`src/design/assert_macros.svh`:
```
// assertion macros shared by the sampler modules
`ifndef ASSERT_MACROS_SVH
`define ASSERT_MACROS_SVH

// same-cycle implication, checked out of reset
`define ASSERT_IMPLIES(label, clk, rst, ante, cons, msg) \
  label: assert property (@(posedge clk) disable iff (rst) (ante) |-> (cons)) else $error(msg);

// next-cycle implication, checked out of reset
`define ASSERT_NEXT(label, clk, rst, ante, cons, msg) \
  label: assert property (@(posedge clk) disable iff (rst) (ante) |=> (cons)) else $error(msg);

`endif

```
`src/design/hbs_pkg.sv`:
```
// shared types, codes and constants of the height grid sampler
`default_nettype none

package hbs_pkg;

  localparam int DEF_MAX_SIDE = 256;
  localparam int HEIGHT_BITS  = 16;
  localparam int FRAC_BITS    = 8;
  localparam int SCALE_FRAC   = 8;
  localparam int COORD_W      = 24;
  localparam int SCALE_W      = 16;
  localparam int GRID_SIDE_W  = 9;
  localparam int INDEX_W      = 16;
  localparam int ACTION_W     = 2;
  localparam int OUT_W        = 24;
  localparam int CFG_DATA_W   = 16;
  localparam int CFG_INDEX_W  = 1;
  localparam int MIN_SIDE     = 2;
  localparam int QUEUE_DEPTH  = 2;

  localparam logic [GRID_SIDE_W-1:0] GRID_SIDE_RST = 9'd256;
  localparam logic [SCALE_W-1:0]     INV_SCALE_RST = 16'd256;

  localparam logic signed [HEIGHT_BITS-1:0] HEIGHT_MAX = 16'sh7fff;
  localparam logic signed [HEIGHT_BITS-1:0] HEIGHT_MIN = 16'sh8000;

  // action codes
  localparam logic [ACTION_W-1:0] ACT_LOAD    = 2'd0;
  localparam logic [ACTION_W-1:0] ACT_WORLD   = 2'd1;
  localparam logic [ACTION_W-1:0] ACT_AVERAGE = 2'd2;

  // configuration register indexes
  localparam logic [CFG_INDEX_W-1:0] CFG_GRID_SIDE = 1'd0;
  localparam logic [CFG_INDEX_W-1:0] CFG_INV_SCALE = 1'd1;

  // what the back end has to do with an item
  typedef enum logic [2:0] {
    KIND_NONE,
    KIND_LOAD,
    KIND_BASE,
    KIND_BILINEAR,
    KIND_AVERAGE
  } kind_t;

  typedef struct packed {
    kind_t                          kind;
    logic                           oog;
    logic [FRAC_BITS-1:0]           fx;
    logic [FRAC_BITS-1:0]           fz;
    logic signed [HEIGHT_BITS-1:0]  height;
  } cmd_t;

endpackage

`default_nettype wire

```
`src/design/hbs_front.sv`:
```
// front end: accepts beats, scales world coordinates, classifies and addresses
`default_nettype none

module hbs_front #(
  parameter int MAX_SIDE = hbs_pkg::DEF_MAX_SIDE
) (
  input  logic                                   clk,
  input  logic                                   rst,
  input  logic                                   in_valid,
  output logic                                   in_stall,
  input  logic [hbs_pkg::ACTION_W-1:0]           action,
  input  logic [hbs_pkg::INDEX_W-1:0]            sample_index,
  input  logic signed [hbs_pkg::HEIGHT_BITS-1:0] sample_height,
  input  logic [hbs_pkg::COORD_W-1:0]            coord_x,
  input  logic [hbs_pkg::COORD_W-1:0]            coord_z,
  input  logic [hbs_pkg::SCALE_W-1:0]            inv_scale,
  input  logic [$clog2(MAX_SIDE+1)-1:0]          side,
  input  logic [$clog2(MAX_SIDE*MAX_SIDE+1)-1:0] side_sq,
  input  logic                                   q_full,
  output logic                                   q_push,
  output hbs_pkg::cmd_t                          q_cmd,
  output logic [$clog2(MAX_SIDE*MAX_SIDE)-1:0]   q_addr
);

  localparam int F      = hbs_pkg::FRAC_BITS;
  localparam int COORD_W = hbs_pkg::COORD_W;
  localparam int PROD_W = hbs_pkg::COORD_W + hbs_pkg::SCALE_W;
  localparam int SC_W   = PROD_W - hbs_pkg::SCALE_FRAC;
  localparam int CX_W   = SC_W - F;
  localparam int SIDE_W = $clog2(MAX_SIDE + 1);
  localparam int CELL_W = $clog2(MAX_SIDE);
  localparam int ADDR_W = $clog2(MAX_SIDE * MAX_SIDE);
  localparam int SQ_W   = $clog2(MAX_SIDE * MAX_SIDE + 1);
  localparam int IDX_CMP_W = (hbs_pkg::INDEX_W > SQ_W) ? hbs_pkg::INDEX_W : SQ_W;
  localparam int MUL_W  = CELL_W + SIDE_W;

  logic                                   s1_valid;
  logic [hbs_pkg::ACTION_W-1:0]           s1_action;
  logic [hbs_pkg::INDEX_W-1:0]            s1_index;
  logic signed [hbs_pkg::HEIGHT_BITS-1:0] s1_height;
  logic [COORD_W-1:0]                     s1_cx;
  logic [COORD_W-1:0]                     s1_cz;

  logic                                   s2_valid;
  logic [hbs_pkg::ACTION_W-1:0]           s2_action;
  logic [hbs_pkg::INDEX_W-1:0]            s2_index;
  logic signed [hbs_pkg::HEIGHT_BITS-1:0] s2_height;
  logic [SC_W-1:0]                        s2_cx;
  logic [SC_W-1:0]                        s2_cz;

  logic            s2_free;
  logic            s1_adv;
  logic            accept;
  logic [PROD_W-1:0] prod_x;
  logic [PROD_W-1:0] prod_z;
  logic [SC_W-1:0] scaled_x;
  logic [SC_W-1:0] scaled_z;

  logic [CX_W-1:0]   ix;
  logic [CX_W-1:0]   iz;
  logic              x_in;
  logic              z_in;
  logic              x_last;
  logic              z_last;
  logic [MUL_W-1:0]  row_base;
  logic [ADDR_W-1:0] grid_addr;

  assign q_push   = s2_valid && !q_full;
  assign s2_free  = !s2_valid || q_push;
  assign s1_adv   = s1_valid && s2_free;
  assign in_stall = s1_valid && !s2_free;
  assign accept   = in_valid && !in_stall;

  // world mode: Q16.8 coordinate times Q8.8 inverse scale
  always_comb begin
    prod_x = PROD_W'(s1_cx) * PROD_W'(inv_scale);
    prod_z = PROD_W'(s1_cz) * PROD_W'(inv_scale);
    if (s1_action == hbs_pkg::ACT_WORLD) begin
      scaled_x = prod_x[PROD_W-1:hbs_pkg::SCALE_FRAC];
      scaled_z = prod_z[PROD_W-1:hbs_pkg::SCALE_FRAC];
    end else begin
      scaled_x = SC_W'(s1_cx);
      scaled_z = SC_W'(s1_cz);
    end
  end

  always_ff @(posedge clk) begin
    if (rst) begin
      s1_valid <= 1'b0;
      s2_valid <= 1'b0;
    end else begin
      s1_valid <= accept || (s1_valid && !s2_free);
      s2_valid <= s1_adv || (s2_valid && !q_push);
      if (accept) begin
        s1_action <= action;
        s1_index  <= sample_index;
        s1_height <= sample_height;
        s1_cx     <= coord_x;
        s1_cz     <= coord_z;
      end
      if (s1_adv) begin
        s2_action <= s1_action;
        s2_index  <= s1_index;
        s2_height <= s1_height;
        s2_cx     <= scaled_x;
        s2_cz     <= scaled_z;
      end
    end
  end

  // cell position, range and edge checks
  always_comb begin
    ix        = s2_cx[SC_W-1:F];
    iz        = s2_cz[SC_W-1:F];
    x_in      = ix < CX_W'(side);
    z_in      = iz < CX_W'(side);
    x_last    = ((CX_W+1)'(ix) + (CX_W+1)'(1)) >= (CX_W+1)'(side);
    z_last    = ((CX_W+1)'(iz) + (CX_W+1)'(1)) >= (CX_W+1)'(side);
    row_base  = MUL_W'(iz[CELL_W-1:0]) * MUL_W'(side);
    grid_addr = ADDR_W'(row_base + MUL_W'(ix[CELL_W-1:0]));
  end

  always_comb begin
    q_cmd.kind   = hbs_pkg::KIND_NONE;
    q_cmd.oog    = 1'b0;
    q_cmd.fx     = s2_cx[F-1:0];
    q_cmd.fz     = s2_cz[F-1:0];
    q_cmd.height = s2_height;
    q_addr       = grid_addr;
    unique case (s2_action) inside
      hbs_pkg::ACT_LOAD: begin
        q_addr = ADDR_W'(s2_index);
        if (IDX_CMP_W'(s2_index) >= IDX_CMP_W'(side_sq)) begin
          q_cmd.oog = 1'b1;
        end else begin
          q_cmd.kind = hbs_pkg::KIND_LOAD;
        end
      end
      hbs_pkg::ACT_WORLD, hbs_pkg::ACT_AVERAGE: begin
        if (!x_in || !z_in) begin
          q_cmd.oog = 1'b1;
        end else if (x_last || z_last) begin
          q_cmd.kind = hbs_pkg::KIND_BASE;
        end else if (s2_action == hbs_pkg::ACT_WORLD) begin
          q_cmd.kind = hbs_pkg::KIND_BILINEAR;
        end else begin
          q_cmd.kind = hbs_pkg::KIND_AVERAGE;
        end
      end
      default: begin
        q_cmd.kind = hbs_pkg::KIND_NONE;
      end
    endcase
  end

endmodule

`default_nettype wire

```
`config.mk`:
```
export PLATFORM = sky130hd
export DESIGN_NAME = hbs_front
export DESIGN_NICKNAME = d
export VERILOG_FILES = /design/src/design/assert_macros.svh /design/src/design/hbs_pkg.sv /design/src/design/hbs_front.sv
export SDC_FILE = /design/constraint.sdc
export NUM_CORES = 2
export LEC_CHECK = 0
export ABC_AREA = 1
export BUFFER_PORTS_ARGS = -buffer_cell sky130_fd_sc_hd__buf_2
export CAP_MARGIN = 15
export CORE_MARGIN = 3
export CORE_UTILIZATION = 44
export CTS_CLUSTER_SIZE = 20
export DETAILED_ROUTE_END_ITERATION = 16
export PLACE_DENSITY = 0.59
export SYNTH_ARGS = -nofsm -noshare
export SYNTH_HDL_FRONTEND = slang
export SYNTH_SLANG_ARGS = --single-unit
```
`constraint.sdc`:
```
create_clock -name clk -period 19.18 [get_ports clk]
set_input_delay 2.877 -clock clk [delete_from_list [all_inputs] [get_ports clk]]
set_output_delay 2.877 -clock clk [all_outputs]
set_load 0.02 [all_outputs]
```
==> flow_summary.ini <==
[run_status]
status = complete, no violations

[clock_network]
cts-htree-levels = 4
cts.repair_timing.setup_buffer_count = 0
cts-hold-fix-buffers = 0
cts_sinks = 182
cts_root_buf = sky130_fd_sc_hd__clkbuf_16
cts_tree = yes
clk_pin_slew_ns = 0.09
worstSkewPairLatency_ns = 0.51
cts-root-to-sink-buffers = 2
cts_resized = 0
clock_buffer_count_from_cts = 17

[sta]
min_period_over_period = 0.517
slew_headroom = 0.268
slew_violations = 0
worst_slew_pin_slew_ns = 1.10
finalHoldViolCount = 0
final_worst_clock_skew_ns = 0.0337
report.final.setup_viol = 0
grt_setup_unrepaired = false
max_freq_mhz = 101
finalWorstPathRequiredPeriod_ns = 9.91
totalNegativeSetupSlack_ns = 0

[synth]
synthesized_net_count = 5951
yosys.area.top_type_share = 0.347
sequential_cell_area_fraction_in_the_yosys_report = 0.143
synth.largest_area_cell = sky130_fd_sc_hd__fa_1
synth_simple_gate_area_share = 0.186
yosys-mux-area-fraction = 0
async_flop_share = 0
synth.ff_latch_count = 182
avgSynthCellArea_um2 = 7.85
netlist-cell-type-count = 50
synthesis.yosys.warnings = 0
synth_flop_cell = sky130_fd_sc_hd__edfxtp_1
adder_and_majority_gate_portion_of_the_synthesized_area = 0.451
synth_area_um2 = 38000
synth_compound_area_frac = 0.0500
synth-xor-area-share = 0.0138
top_cells_by_area_in_the_synthesized_netlist = sky130_fd_sc_hd__fa_1, sky130_fd_sc_hd__edfxtp_1, sky130_fd_sc_hd__inv_1
synth_top_family_by_area = adder cells
number_of_enable_type_register_cells_in_the_synthesized_netlist = 180
synthesis.instances = 4846

[global_route]
grt_max_degree = 69
antenna_violations_before_repair = 2
grt_pass1_wl_um = 170000
track_usage = 0.240
gr-total-overflow = 0
first_global_vias = 31195

[die]
die_h_um = 300
die-width_um = 300
floorplan.initialDensity = 0.445
die_outline_area_um2 = 90000
io_pins = 182
placeable_core_region_um2 = 85400
std_cell_rows = 107

[placement]
post-dp-hpwl_um = 80300
place_congestion = 0.938
port_buffers = 181

[setup_path]
startpoint_type = primary input
worstPathMaxFanout = 9
largest_stage_delay_on_the_critical_path_ns = 0.57
crit-reg2reg-launch = s1_cz[7]$_DFFE_PP_
endpoint_kind = primary output
critical-path-top-cell-by-count = sky130_fd_sc_hd__fa_1
cp_cell_sequence = buf_2 -> nand2_1 -> fa_1 -> fa_1 -> fa_1 -> fa_1 -> inv_1 -> ha_1 -> inv_1 -> o21ai_0 -> a31oi_1 -> nor2_1 -> nor2_1 -> inv_1 -> a21oi_1 -> or2_2 -> nand3_1 -> nand2_1 -> buf_2
launch_point_of_the_worst_path = side[5]
critPathBufInv = 5
cp_top_family = adder cells
cpMaxStageDelayCell = sky130_fd_sc_hd__fa_1
arrival_time_at_the_worst_endpoint_ns = 7.03
critical_path_class = primary input to primary output
worst_ep_required_time_ns = 16.30

[min_path]
min_from = s1_height[5]$_DFFE_PP_
min-delay-path-class = flop to flop

[route]
first_pass_iters = 5
ant_nets = 0
routedWlPerCell_um = 17.2
post_drt_via_cell_ratio = 4.97
drtIter0Drc = 1886
postRouteWirelength_um = 103000
drt_drc_violations_left = 0
via_count = 29889

[cells_and_area]
layout.nets = 5964
layout-drive-gt1-share = 0.0661
antennaDiodeCount = 0
n_fill_cell = 8642
area.growth.synth_to_final_pct = 6.16

[flow_run]
max-cap-violations = 0
[cells in the mapped netlist (4+ instances only)]
library cell / n
sky130_fd_sc_hd__a21boi_0: 6
sky130_fd_sc_hd__a21o_1: 8
sky130_fd_sc_hd__a21oi_1: 135
sky130_fd_sc_hd__a31oi_1: 31
sky130_fd_sc_hd__buf_1: 21
sky130_fd_sc_hd__buf_4: 23
sky130_fd_sc_hd__clkbuf_1: 173
sky130_fd_sc_hd__edfxtp_1: 180
sky130_fd_sc_hd__fa_1: 659
sky130_fd_sc_hd__ha_1: 318
sky130_fd_sc_hd__inv_1: 1330
sky130_fd_sc_hd__inv_2: 4
sky130_fd_sc_hd__nand2_1: 1279
sky130_fd_sc_hd__nand2_2: 12
sky130_fd_sc_hd__nand3_1: 91
sky130_fd_sc_hd__nand3_2: 8
sky130_fd_sc_hd__nand3b_1: 15
sky130_fd_sc_hd__nand4_1: 31
sky130_fd_sc_hd__nor2_1: 222
sky130_fd_sc_hd__nor2_2: 9
sky130_fd_sc_hd__nor2_4: 7
sky130_fd_sc_hd__nor3_1: 15
sky130_fd_sc_hd__nor3b_1: 4
sky130_fd_sc_hd__nor4_1: 17
sky130_fd_sc_hd__o211ai_1: 4
sky130_fd_sc_hd__o21a_1: 5
sky130_fd_sc_hd__o21ai_0: 98
sky130_fd_sc_hd__o21ai_1: 9
sky130_fd_sc_hd__o21ai_2: 7
sky130_fd_sc_hd__o21bai_1: 12
sky130_fd_sc_hd__o221ai_1: 4
sky130_fd_sc_hd__o31ai_1: 4
sky130_fd_sc_hd__or2_2: 17
sky130_fd_sc_hd__xnor2_1: 23
sky130_fd_sc_hd__xor2_1: 37
[area by class of cell]
| class | count | area, um2 | share of cell area |
|---|---|---|---|
| timing repair buffer | 217 | 1180 | 0.0291 |
| inverter | 1336 | 5020 | 0.124 |
| clock inverter | 15 | 225 | 0.00558 |
| sequential | 182 | 5450 | 0.135 |
| tap | 1144 | 1430 | 0.0354 |
| clock buffer | 17 | 425 | 0.0105 |
| multi-input combinational | 3105 | 26700 | 0.660 |
[cell families (layout without fill, tap and decap cells)]
family	Yosys count	after routing
adder cells (fa/ha/maj)	977	977
buffers and inverters	1559	1585
AO/OA/AOI/OAI	333	333
flip-flops	182	182
AND/OR/NAND/NOR	1735	1735
XOR/XNOR	60	60
[state kept, by name, summed over array words and instances, names as in the netlist]
| name | flops |
|---|---|
| s1_action | 2 |
| s1_cx | 24 |
| s1_cz | 24 |
| s1_height | 16 |
| s1_index | 16 |
| s1_valid | 1 |
| s2_action | 2 |
| s2_cx | 32 |
| s2_cz | 32 |
| s2_height | 16 |
| s2_index | 16 |
| s2_valid | 1 |
[metal layers]
layer  global-route usage  routed length (um)  up-vias
met5                    0                   7        -
met4               0.0480                1590        2
met3               0.0246                5390      103
met2                0.390               47700      766
met1                0.350               48600    14816
li1                     -                   -    14202
[cell usage in the layout, fill, tap and decap left out, types with 12 or more instances in the layout]
cell type	count
sky130_fd_sc_hd__edfxtp_1	180
sky130_fd_sc_hd__buf_2	181
sky130_fd_sc_hd__a21oi_1	135
sky130_fd_sc_hd__a31oi_1	31
sky130_fd_sc_hd__nor2_1	220
sky130_fd_sc_hd__nor3_1	15
sky130_fd_sc_hd__o21bai_1	12
sky130_fd_sc_hd__nand3b_1	15
sky130_fd_sc_hd__buf_4	36
sky130_fd_sc_hd__clkbuf_16	17
sky130_fd_sc_hd__nand2_1	1279
sky130_fd_sc_hd__xor2_1	37
sky130_fd_sc_hd__inv_1	1328
sky130_fd_sc_hd__xnor2_1	23
sky130_fd_sc_hd__nand3_1	91
sky130_fd_sc_hd__nand2_2	12
sky130_fd_sc_hd__or2_2	17
sky130_fd_sc_hd__o21ai_0	98
sky130_fd_sc_hd__fa_1	659
sky130_fd_sc_hd__nand4_1	31
sky130_fd_sc_hd__ha_1	318
sky130_fd_sc_hd__nor4_1	17
[path summary, 6_finish.rpt]
| path | end | slack (ns) | cells past startpoint |
|---|---|---|---|
| setup / recovery | q_addr[13] | 9.27 | 19 |
| hold reg to reg | s2_height[5]$_DFFE_PP_ | 0.41 | 0 |
| hold / removal | s2_height[5]$_DFFE_PP_ | 0.41 | 0 |
| setup reg to reg | s2_cz[11]$_DFFE_PP_ | 12.51 | 23 |
[metrics by stage]
stage / cells / worst slack, ns / utilization / hold slack [ns] / cell area [um2]
final: 6016 / 9.27 / 0.473 / 0.415 / 40400
after global routing: 6016 / 8.91 / 0.473 / 0.426 / 40400
after CTS: 6016 / 9.25 / 0.473 / 0.415 / 40400
after detailed placement: 5984 / 9.26 / 0.465 / 0.405 / 39700
after global placement: 5984 / 9.31 / 0.465 / 0.400 / 39700
after floorplan: 4846 / 9.55 / - / 0.400 / 38000
Power is not shown: default switching activity piles up to over one toggle a cycle in this logic, so the estimate is an artifact.
