[src/design/assert_macros.svh]
// assertion macros shared by the sampler modules
`ifndef ASSERT_MACROS_SVH
`define ASSERT_MACROS_SVH

// same-cycle implication, checked out of reset
`define ASSERT_IMPLIES(label, clk, rst, ante, cons, msg) \
  label: assert property (@(posedge clk) disable iff (rst) (ante) |-> (cons)) else $error(msg);

// next-cycle implication, checked out of reset
`define ASSERT_NEXT(label, clk, rst, ante, cons, msg) \
  label: assert property (@(posedge clk) disable iff (rst) (ante) |=> (cons)) else $error(msg);

`endif

[src/design/hbs_pkg.sv]
// shared types, codes and constants of the height grid sampler
`default_nettype none

package hbs_pkg;

  localparam int DEF_MAX_SIDE = 256;
  localparam int HEIGHT_BITS  = 16;
  localparam int FRAC_BITS    = 8;
  localparam int SCALE_FRAC   = 8;
  localparam int COORD_W      = 24;
  localparam int SCALE_W      = 16;
  localparam int GRID_SIDE_W  = 9;
  localparam int INDEX_W      = 16;
  localparam int ACTION_W     = 2;
  localparam int OUT_W        = 24;
  localparam int CFG_DATA_W   = 16;
  localparam int CFG_INDEX_W  = 1;
  localparam int MIN_SIDE     = 2;
  localparam int QUEUE_DEPTH  = 2;

  localparam logic [GRID_SIDE_W-1:0] GRID_SIDE_RST = 9'd256;
  localparam logic [SCALE_W-1:0]     INV_SCALE_RST = 16'd256;

  localparam logic signed [HEIGHT_BITS-1:0] HEIGHT_MAX = 16'sh7fff;
  localparam logic signed [HEIGHT_BITS-1:0] HEIGHT_MIN = 16'sh8000;

  // action codes
  localparam logic [ACTION_W-1:0] ACT_LOAD    = 2'd0;
  localparam logic [ACTION_W-1:0] ACT_WORLD   = 2'd1;
  localparam logic [ACTION_W-1:0] ACT_AVERAGE = 2'd2;

  // configuration register indexes
  localparam logic [CFG_INDEX_W-1:0] CFG_GRID_SIDE = 1'd0;
  localparam logic [CFG_INDEX_W-1:0] CFG_INV_SCALE = 1'd1;

  // what the back end has to do with an item
  typedef enum logic [2:0] {
    KIND_NONE,
    KIND_LOAD,
    KIND_BASE,
    KIND_BILINEAR,
    KIND_AVERAGE
  } kind_t;

  typedef struct packed {
    kind_t                          kind;
    logic                           oog;
    logic [FRAC_BITS-1:0]           fx;
    logic [FRAC_BITS-1:0]           fz;
    logic signed [HEIGHT_BITS-1:0]  height;
  } cmd_t;

endpackage

`default_nettype wire

[src/design/hbs_queue.sv]
// small fifo between the classifying front end and the back end
`default_nettype none
`include "assert_macros.svh"

module hbs_queue #(
  parameter int DEPTH = hbs_pkg::QUEUE_DEPTH,
  parameter int WIDTH = 8
) (
  input  logic             clk,
  input  logic             rst,
  input  logic             push,
  input  logic [WIDTH-1:0] wdata,
  output logic             full,
  input  logic             pop,
  output logic [WIDTH-1:0] rdata,
  output logic             empty
);

  localparam int PTR_W = (DEPTH > 1) ? $clog2(DEPTH) : 1;
  localparam int CNT_W = $clog2(DEPTH + 1);

  logic [WIDTH-1:0] slots [DEPTH];
  logic [PTR_W-1:0] wr_ptr;
  logic [PTR_W-1:0] rd_ptr;
  logic [CNT_W-1:0] count;

  assign full  = (count == CNT_W'(DEPTH));
  assign empty = (count == '0);
  assign rdata = slots[rd_ptr];

  always_ff @(posedge clk) begin
    if (rst) begin
      wr_ptr <= '0;
      rd_ptr <= '0;
      count  <= '0;
    end else begin
      if (push) begin
        slots[wr_ptr] <= wdata;
        wr_ptr <= (wr_ptr == PTR_W'(DEPTH - 1)) ? '0 : wr_ptr + PTR_W'(1);
      end
      if (pop) begin
        rd_ptr <= (rd_ptr == PTR_W'(DEPTH - 1)) ? '0 : rd_ptr + PTR_W'(1);
      end
      if (push && !pop) begin
        count <= count + CNT_W'(1);
      end else if (pop && !push) begin
        count <= count - CNT_W'(1);
      end
    end
  end

  `ASSERT_IMPLIES(a_no_overflow, clk, rst, push, !full, "queue written while full")
  `ASSERT_IMPLIES(a_no_underflow, clk, rst, pop, !empty, "queue read while empty")

endmodule

`default_nettype wire

[config.mk]
export PLATFORM = sky130hd
export DESIGN_NAME = hbs_queue
export DESIGN_NICKNAME = d
export VERILOG_FILES = /design/src/design/hbs_pkg.sv /design/src/design/hbs_queue.sv
export VERILOG_INCLUDE_DIRS = /design/src /design/src/design
export SDC_FILE = /design/constraint.sdc
export NUM_CORES = 1
export LEC_CHECK = 0
export BUFFER_PORTS_ARGS = -buffer_cell sky130_fd_sc_hd__buf_2
export CAP_MARGIN = 20
export CORE_MARGIN = 8
export CORE_UTILIZATION = 48
export DETAILED_ROUTE_END_ITERATION = 8
export PLACE_DENSITY = 0.78
export SLEW_MARGIN = 20
export SYNTH_ARGS = -nofsm -noshare
export SYNTH_HDL_FRONTEND = slang
export SYNTH_SLANG_ARGS = --single-unit
[constraint.sdc]
create_clock -name clk -period 1.65 [get_ports clk]
set_input_delay 0.33 -clock clk [delete_from_list [all_inputs] [get_ports clk]]
set_output_delay 0.33 -clock clk [all_outputs]
set_load 0.005 [all_outputs]
==> summary.md, run 1 <==
| Metric | Value |
|---|---|
| Status | finished, final reports clean |
| Global-route usage over all layers | under 10% |
| Relative slew slack | 73.9% |
| Worst path arrival time | 1220 ps |
| Clock edge transition at the registers on the reported setup and hold paths | 100 ps |
| # hold bufs at CTS | 0 |
| GP Congestion | 0.604 |
| Final wirelength | 1240 µm |
| Clock latency on the worst-skew pair | ~280 ps |
| Chip width | 56.5 µm |
| Worst path top cell family by delay | flip-flops |
| WL per Instance | 14.0 µm |
| Static Leak | between 0.3 and 0.4 nW |
| Core area | 1520 µm² |
| Yosys cell types | 15 |
| Max Root-Sink Buffers | 2 |
| Maximum vdd drop | 0.000519 V |
| Multi-input logic area | 198 µm² |
| Yosys reg bits | 21 |
| Worst r2r dst | slots[1][3] |
| Hold EP | slots[1][1] |
| H-tree depth | 1 |
| Vias in the first global route | 474 |
| First-pass GRT wire length | around 2000 µm |
| Setup violators final | 0 |
| CTS buffer count | 3 |
| Slowest CP cell | dfxtp_2 |
| Routed vias | about 430 |
| Die Height | 56.5 µm |
| WP buf/inv | 1 |
| Crit-path max cell delay | about 450 ps |
| Mapped Nets | 60 |
| Type of origin of the critical path | flop |
| Synthesized cell area | 787 µm² |
| Initial antenna violation count | 0 |
| Net count, final | 86 |
| PnR worst setup slack | 105 ps |
| Reg2Reg Depth | 1 |
| Ratio of cells with drive above 1 in the final layout | 48.6% |
| Hold_sp | wdata[1] |
| Post-CTS setup buffer count | 0 |
| Total die area | 3190 µm² |
| Crit path required time | 1320 ps |
| RSZ-0062 raised after global routing | no |
| FILL cells | 138 |
| Critical Path, Cell by Cell | mux2_2, buf_2 |
| Clock Skew | 1.17 ps |
| Final worst-path cycle share | a little over nine tenths |
| # port buffers | 21 |
| CTS sink cnt | 21 |
| Final hold vios | 0 |
| Yosys warning count | 0 |
| Final hold slack | approximately 230 ps |
| Crit Path Max Fanout | 8 |
| Vias per inst | around 5 |
| Reg-to-reg slack, setup | 520 ps |
| Initial Util | 51.6% |
| Placed Cells | 84 |
| Maximum Capacitance Violations | 0 |
| Placed wire-length estimate | 956 µm |
| Resize count post-CTS | 1 |
| Row count | 14 |
| Worst Setup End Kind | primary output |
| Dpl cell area | 915 µm² |
| CTS tree | yes |
| Pre-CTS setup slack | 292 ps |
| Post-route minimum period | 1550 ps |
| DRC Markers | 0 |
| Tot Pwr | between 0.9 and 1 mW |
| Design area | 942 µm² |
| Largest net degree at the start of global routing | 12 |
| Root Buffer | clkbuf_4 |
| CP Class | reg2out |
| Post-layout util | 61.8% |
| Cells after Synth | 47 |
| TritonRoute pass-1 iters | 2 |
| Avg Synthesized Cell Area | 16.7 µm² |
| Min-Delay Path Depth | 1 |
| Reg area | 582 µm² |
| Inserted Diodes | 0 |
| Antenna violation net count after detailed routing | 0 |
| Fin. max-slew vios | 0 |
| Post-route setup TNS | 0 ps |
| Max Clock Freq | 0.647 GHz |
| Pwr Density | about 1000 nW/µm² |
| R2R Path Start | wr_ptr |
| DRT iter0 DRCs | 2 |
| HP Class | in2reg |
| Layout area overhead | 19.7% |
| Grt ovf | 0 |
| Post-synthesis sequential area ratio | 73.8% |
| Worst-margin pin slew | 392 ps |
| Fin cells | 88 |
| Number of I/O pins | 22 |
-- where the power goes --
group	internal (mW)	total [mW]	leakage [nW]	switching, mW
registers	0.601	0.622	0.189	0.0208
clock network	0.0938	0.229	0.0150	0.136
logic	0.0683	0.117	0.175	0.0487
total	0.763	0.968	0.378	0.205
-- area by class of cell --
cell class | instances | area share [%]
Sequential cell | 21 | 61.8
Multi-Input combinational cell | 24 | 21.0
Timing Repair Buffer | 22 | 12.0
Clock buffer | 4 | 2.79
Tap cell | 16 | 2.12
Inverter | 1 | 0.398
-- logic make-up after synthesis --
logic type | after synthesis | share of synthesized area [%]
compound gates | 2 | 1.27
xor+xnor | 4 | 4.45
fa+ha+maj | 1 | 1.59
buf+inv | 2 | 1.11
flops | 21 | 73.8
mux | 8 | 11.4
simple gates | 9 | 6.36
-- cell usage in the layout (no fill, tap or decap) --
| cell | n |
|---|---|
| ha_1 | 1 |
| o21ai_0 | 1 |
| xor2_1 | 2 |
| buf_4 | 1 |
| or3_1 | 1 |
| clkbuf_1 | 1 |
| a21oi_1 | 1 |
| dfxtp_1 | 4 |
| clkbuf_4 | 3 |
| mux2_2 | 8 |
| nor3b_1 | 1 |
| and2b_2 | 1 |
| inv_1 | 1 |
| and3b_1 | 1 |
| buf_2 | 21 |
| xnor2_1 | 2 |
| dfxtp_2 | 1 |
| edfxtp_1 | 16 |
| nor2_1 | 5 |
-- worst max path at each step --
stage | startpoint | end | depth (start not counted)
floorplan | push | slots[0][0] | 1
global placement | flop | rdata[7] | 2
detailed placement | push | count[1] | 4
CTS | flop | rdata[7] | 2
global route | flop | rdata[0] | 2
finish | flop | rdata[7] | 2
-- sequential cells by signal, summed over array words and instances (netlist names), named ones only --
signal  flops
count       2
wr_ptr      1
slots      16
rd_ptr      1
-- synthesized netlist by cell type --
cell | number | share of area [%]
a21oi_1 | 1 | 0.64
and2b_2 | 1 | 1.1
and3b_1 | 1 | 1.1
buf_2 | 1 | 0.64
dfxtp_1 | 5 | 13
edfxtp_1 | 16 | 61
ha_1 | 1 | 1.6
inv_1 | 1 | 0.48
mux2_2 | 8 | 11
nor2_1 | 5 | 2.4
nor3b_1 | 1 | 0.95
o21ai_0 | 1 | 0.64
or3_1 | 1 | 0.80
xnor2_1 | 2 | 2.2
xor2_1 | 2 | 2.2
-- metal layers --
metal,share of wire (%),track usage (%),vias to the layer above
met5,0,0,-
met4,1.4,4.12,0
met3,7.2,3.60,2
met2,45,12.9,13
met1,46,8.32,197
li1,-,-,221
(Power assumes the default switching activity.)
==> inputs of run 2 (changes only) <==
- ABC_AREA: not set -> 1
- CORE_UTILIZATION: 48 -> 53
- PLACE_DENSITY: 0.78 -> 0.84
- clock period: 1.65 -> 1.8 ns (I/O delays scaled with it)
==> summary.md, run 2 <==
| Metric | Value |
|---|---|
| Crit-path max cell delay | 530 ps (+80 ps) |
| CP Class | reg2out |
| Number of I/O pins | 22 (unchanged) |
| # hold bufs at CTS | 0 (unchanged) |
| Setup violators final | 0 (unchanged) |
| Total die area | 3050 µm² (-4.4%) |
| Ratio of cells with drive above 1 in the final layout | 42.4% (-6.3 points) |
| GP Congestion | 0.662 (+9.6%) |
| Final wirelength | 1310 µm (+6.0%) |
| Worst Setup End Kind | primary output |
| Fin. max-slew vios | 0 (unchanged) |
| Largest family of logic cells by synthesized area | multiplexers |
| Resize count post-CTS | 0 (-1) |
| Cells after Synth | 59 (+26%) |
| Placed wire-length estimate | 1040 µm (+9.1%) |
| WL per Instance | 13.0 µm (-7.7%) |
| Largest register FFs | 16 (unchanged) |
| Asr flop ratio synth | 0% (unchanged) |
| Mapped Nets | 72 (+20%) |
| Crit path required time | 1440 ps (+120 ps) |
| Primary FF master, synth | edfxtp_1 |
| Final hold vios | 0 (unchanged) |
| Routed vias | 496 (+15%) |
| HP Class | in2reg |
| Tot Pwr | 0.879 mW (-9.2%) |
| Inserted Diodes | 0 (unchanged) |
| DRT iter0 DRCs | 8 (+6) |
| Chip width | 55.2 µm (-2.2%) |
| Post-route minimum period | 1690 ps |
| Relative slew slack | 77.7% (+3.8 points) |
| Worst path arrival time | 1330 ps (+110 ps) |
| RSZ-0062 raised after global routing | no |
| # port buffers | 21 (unchanged) |
| Yosys warning count | 0 (unchanged) |
| Post-synthesis sequential area ratio | 71.2% (-2.6 points) |
| Commonest non-fill, non-tap cells in the layout | 21 x buf_2, 16 x edfxtp_1, 8 x inv_1, 8 x mux2_2, 6 x nor2_1 |
| Post-route setup TNS | 0 ps (unchanged) |
| Status | finished, final reports clean |
| CTS buffer count | 3 (unchanged) |
| Vias in the first global route | 528 (+11%) |
| Reg area | 581 µm² (-0.22%) |
| Grt ovf | 0 (unchanged) |
| Layout area overhead | 19.0% |
| Cell with the most instances after synthesis | edfxtp_1 |
| Complex-gate fraction of the synthesized area | 1.84% (+0.57 points) |
| Row count | 14 (unchanged) |
| Yosys top cell by area | edfxtp_1 |
| TritonRoute pass-1 iters | 3 (+1) |
| Clock Skew | 0.660 ps (-0.508 ps) |
| Yosys reg bits | 21 (unchanged) |
| WP buf/inv | 1 (unchanged) |
| Type of origin of the critical path | flop |
| Avg Synthesized Cell Area | 13.8 µm² (-17%) |
| CTS sink cnt | 21 (unchanged) |
| Global-route usage over all layers | 8.91% (+1.0 points) |
| Max Root-Sink Buffers | 2 (unchanged) |
| Design area | 971 µm² (+3.1%) |
| Xor and xnor area share after synthesis | 1.07% (-3.4 points) |
| Worst-margin pin slew | 334 ps (-58.2 ps) |
| Reg with most FFs | slots |
| Synth area leaders | edfxtp_1 59%, dfxtp_1 12%, mux2_2 11%, inv_1 3.7%, nor2_1 2.8% |
| Vias per inst | 4.91 (-0.19%) |
| Simple-gate portion of the synthesized area | 7.82% (+1.5 points) |
| Final worst-path cycle share | 93.7% |
| Critical Path, Cell by Cell | mux2_2, buf_2 |
| Initial antenna violation count | 0 (unchanged) |
| First-pass GRT wire length | 2300 µm (+15%) |
| Share of the synthesized area in the top cell type | 58.9% (-2.2 points) |
| Dpl cell area | 945 µm² (+3.3%) |
| CTS tree | yes |
| Placed Cells | 97 (+15%) |
| Slowest CP cell | dfxtp_1 |
| Maximum Capacitance Violations | 0 (unchanged) |
| Net count, final | 99 (+15%) |
| Mux share of post-synthesis cell area | 11.0% (-0.40 points) |
| Post-Synth Adder-Cell Area | 1.53% (-0.056 points) |
| Reg-to-reg slack, setup | 730 ps (+210 ps) |
| Initial Util | 55.4% (+3.8 points) |
| Most common cell after layout, fill and taps aside | buf_2 |
| Post-layout util | 66.0% (+4.2 points) |
| Clock edge transition at the registers on the reported setup and hold paths | 110 ps (about the same) |
| Synthesized cell area | 816 µm² (+3.7%) |
| FILL cells | 121 (-12%) |
| Die Height | 55.2 µm (-2.2%) |
| H-tree depth | 1 (unchanged) |
| Clock latency on the worst-skew pair | 280 ps (about the same) |
| Yosys cell types | 16 (+1) |
| Largest regs | slots x16, count x2 |
| Post-CTS setup buffer count | 0 (unchanged) |
| Largest net degree at the start of global routing | 12 (unchanged) |
| Number of flops mapped to enable cells by yosys | 16 (unchanged) |
| Antenna violation net count after detailed routing | 0 (unchanged) |
| Crit Path Max Fanout | 8 (unchanged) |
| Root Buffer | clkbuf_4 |
| Worst path top cell family by delay | flip-flops |
| Fin cells | 101 (+15%) |
| Static Leak | 0.410 nW (+8.5%) |
| Multi-input logic area | 190 µm² (-3.8%) |
| Maximum vdd drop | 0.000571 V (+9.9%) |
| Pwr Density | 906 nW/µm² (-12%) |
| DRC Markers | 0 (unchanged) |
| Max Clock Freq | 0.593 GHz |
| Core area | 1470 µm² (-3.4%) |
| Most frequent cells after synthesis | 16 x edfxtp_1, 8 x inv_1, 8 x mux2_2, 6 x nor2_1 |
[run 2: layer usage]
layer | GRT usage (%) | share of wire, % | vias up
met5 | 0 | 0 | -
met1 | 11.2 | 47 | 227
li1 | - | - | 254
met3 | 3.88 | 7.8 | 0
met2 | 13.0 | 45 | 15
met4 | 3.52 | 0 | 0
[run 2: final timing paths]
path	cells past startpoint	start	endpoint
setup / recovery	2	flop	rdata[4]
hold / removal	1	wdata[4]	slots[1][4]
setup reg to reg	3	wr_ptr	slots[1][6]
hold reg to reg	2	wr_ptr	wr_ptr
[run 2: report_power, final]
part	internal, mW	total [mW]	switching (mW)
combinational	0.0563	0.106	0.0495
clock	0.0859	0.212	0.126
sequential	0.546	0.562	0.0163
[run 2: metrics by stage]
stage	hold slack (ps)	setup slack (ps)
global route	240	30.2
floorplan	429	415
finish	254	113
detailed placement	476	425
global placement	449	424
CTS	257	95.2
[run 2: logic make-up after synthesis]
family                   after synthesis
AND/OR/NAND/NOR                       15
AO/OA/AOI/OAI                          3
adder cells (fa/ha/maj)                1
multiplexers                           8
XOR/XNOR                               1
buffers and inverters                 10
flip-flops                            21
[run 2: final cells by class]
cell class / count / area share, %
sequential: 21 / 59.8
multi-input combinational: 28 / 19.6
timing repair buffer: 23 / 12.4
inverter: 9 / 3.48
clock buffer: 4 / 2.71
tap: 16 / 2.06
==> inputs of run 3 (changes only) <==
- CORE_UTILIZATION: 53 -> 45
- PLACE_DENSITY: 0.84 -> 0.74
==> summary.md, run 3 (synthesis results as in run 2) <==
| Metric | Value |
|---|---|
| Inserted Diodes | 0 (unchanged) |
| FILL cells | 159 (+31%) |
| Vias per inst | 4.52 (-8.0%) |
| Post-route setup TNS | 0 ps (unchanged) |
| Clock edge transition at the registers on the reported setup and hold paths | 120 ps (about the same) |
| Clock Skew | 11.8 ps (+11.1 ps) |
| Antenna violation net count after detailed routing | 0 (unchanged) |
| CTS buffer count | 3 (unchanged) |
| DR WL met3 | 102 µm (unchanged) |
| Worst-margin pin slew | 344 ps (+10.2 ps) |
| Hold_sp | wdata[4] |
| TritonRoute pass-1 iters | 4 (+1) |
| DRC Markers | 0 (unchanged) |
| Reg-to-reg slack, setup | 760 ps (+30 ps) |
| Critical Path, Cell by Cell | mux2_2, buf_2 |
| Row count | 15 (+1) |
| Status | finished, final reports clean |
| Post-route minimum period | 1700 ps (+8.94 ps) |
| CTS tree | yes |
| Root Buffer | clkbuf_4 |
| Net count, final | 99 (unchanged) |
| Dpl cell area | 956 µm² (+1.2%) |
| Slowest CP cell | dfxtp_1 |
| Placed wire-length estimate | 1000 µm (-4.0%) |
| Routed vias | 497 (+0.20%) |
| CTS sink cnt | 21 (unchanged) |
| Die Height | 58.6 µm (+6.1%) |
| R2R Path Start | wr_ptr |
| # hold bufs at CTS | 0 (unchanged) |
| Worst path top cell family by delay | flip-flops |
| Core area | 1710 µm² (+16%) |
| Worst r2r dst | slots[1][6] |
| Final hold vios | 0 (unchanged) |
| H-tree depth | 1 (unchanged) |
| Largest net degree at the start of global routing | 13 (+1) |
| Min-Delay Path Depth | 1 (unchanged) |
| Reg with most FFs | slots |
| Max Clock Freq | 0.590 GHz (-0.53%) |
| M1 WL | 528 µm (-14%) |
| # port buffers | 21 (unchanged) |
| Post-CTS setup buffer count | 0 (unchanged) |
| Maximum Capacitance Violations | 0 (unchanged) |
| Number of I/O pins | 22 (unchanged) |
| Met2 routed WL | 641 µm (+8.3%) |
| Chip width | 58.6 µm (+6.1%) |
| Relative slew slack | 77.0% (-0.68 points) |
| Final wirelength | 1290 µm (-1.8%) |
| Final worst-path cycle share | 94.2% (+0.50 points) |
| Most common cell after layout, fill and taps aside | buf_2 |
| Ratio of cells with drive above 1 in the final layout | 43.5% (+1.2 points) |
| Resize count post-CTS | 0 (unchanged) |
| Setup violators final | 0 (unchanged) |
| Total die area | 3430 µm² (+12%) |
| Clock latency on the worst-skew pair | 300 ps (+20 ps) |
| Maximum vdd drop | 0.000549 V (-3.7%) |
| Reg area | 581 µm² (unchanged) |
| Hold EP | slots[1][4] |
| Grt ovf | 0 (unchanged) |
| DRT iter0 DRCs | 11 (+3) |
| Largest register FFs | 16 (unchanged) |
| Fin. max-slew vios | 0 (unchanged) |
| Commonest non-fill, non-tap cells in the layout | 21 x buf_2, 16 x edfxtp_1, 8 x inv_1, 8 x mux2_2, 6 x nor2_1 |
| Static Leak | 0.413 nW (+0.67%) |
| RSZ-0062 raised after global routing | no |
| Pwr Density | 905 nW/µm² (about the same) |
| Max Root-Sink Buffers | 2 (unchanged) |
| Worst Setup End Kind | primary output |
| WP buf/inv | 1 (unchanged) |
| First-pass GRT wire length | 1980 µm (-14%) |
| WL per Instance | 11.7 µm (-9.9%) |
| Top sig layer | met4 |
| Layout area overhead | 20.6% |
| Crit Path Max Fanout | 8 (unchanged) |
| HP Class | in2reg |
| Worst path arrival time | 1340 ps (about the same) |
| CP Class | reg2out |
| Reg2Reg Depth | 3 (unchanged) |
| Design area | 983 µm² (+1.3%) |
| Crit path required time | 1440 ps (about the same) |
| Initial antenna violation count | 0 (unchanged) |
| Crit-path max cell delay | 540 ps (about the same) |
| Initial Util | 47.8% (-7.7 points) |
| Multi-input logic area | 190 µm² (unchanged) |
| Largest regs | slots x16, count x2 |
| Vias in the first global route | 492 (-6.8%) |
| Type of origin of the critical path | flop |
| Global-route usage over all layers | 7.73% (-1.2 points) |
| GP Congestion | 0.648 (-2.0%) |
run 3: cell count changes in the layout (fill, tap and decap cells not counted), sizes merged:
cell    previous run  this run
clkinv             0         1
clkbuf             4         3
run 3: cell type report:
| class | instances | share of cell area [%] |
|---|---|---|
| Clock buffer | 3 | 2.29 |
| Inverter | 9 | 3.44 |
| Clock inverter | 1 | 0.509 |
| Sequential cell | 21 | 59.0 |
| Timing Repair Buffer | 23 | 12.2 |
| Tap cell | 25 | 3.18 |
| Multi-Input combinational cell | 28 | 19.3 |
run 3: worst max path at each step:
stage                       end  slack [ps]  cells after the start
CTS                    rdata[3]          80                      2
finish                 rdata[3]         100                      2
detailed placement     rdata[3]         420                      2
floorplan           slots[1][0]         420                      1
global route           rdata[3]           8                      2
global placement       rdata[3]         420                      2
run 3: worst reg2reg max path, delay by kind of cell (launching register included):
family                 cells  cell delay [ps]
buffers and inverters      2              250
DFF                        1              350
and+or+nand+nor            1              160
run 3: power by group:
group          switching (mW)  internal (mW)  total, mW
clock network           0.141         0.0828      0.224
logic                  0.0492         0.0565      0.106
registers              0.0152          0.546      0.561
total                   0.205          0.685      0.890
run 3: routing by layer:
layer | vias to the layer above | global-route usage (%)
li1 | 253 | -
met5 | - | 0
met3 | 2 | 3.70
met2 | 17 | 13.1
met1 | 225 | 7.68
met4 | 0 | 4.10
run 3: stage by stage:
stage	utilization (%)	setup slack (ps)	hold WS (ps)	std cells	total power, mW
finish	57.6	104	234	110	0.890
global route	57.6	7.64	215	110	0.931
CTS	57.6	77.9	232	110	0.896
detailed placement	56.0	424	469	106	0.680
global placement	56.0	423	451	106	0.675
floorplan	-	415	429	59	0.634
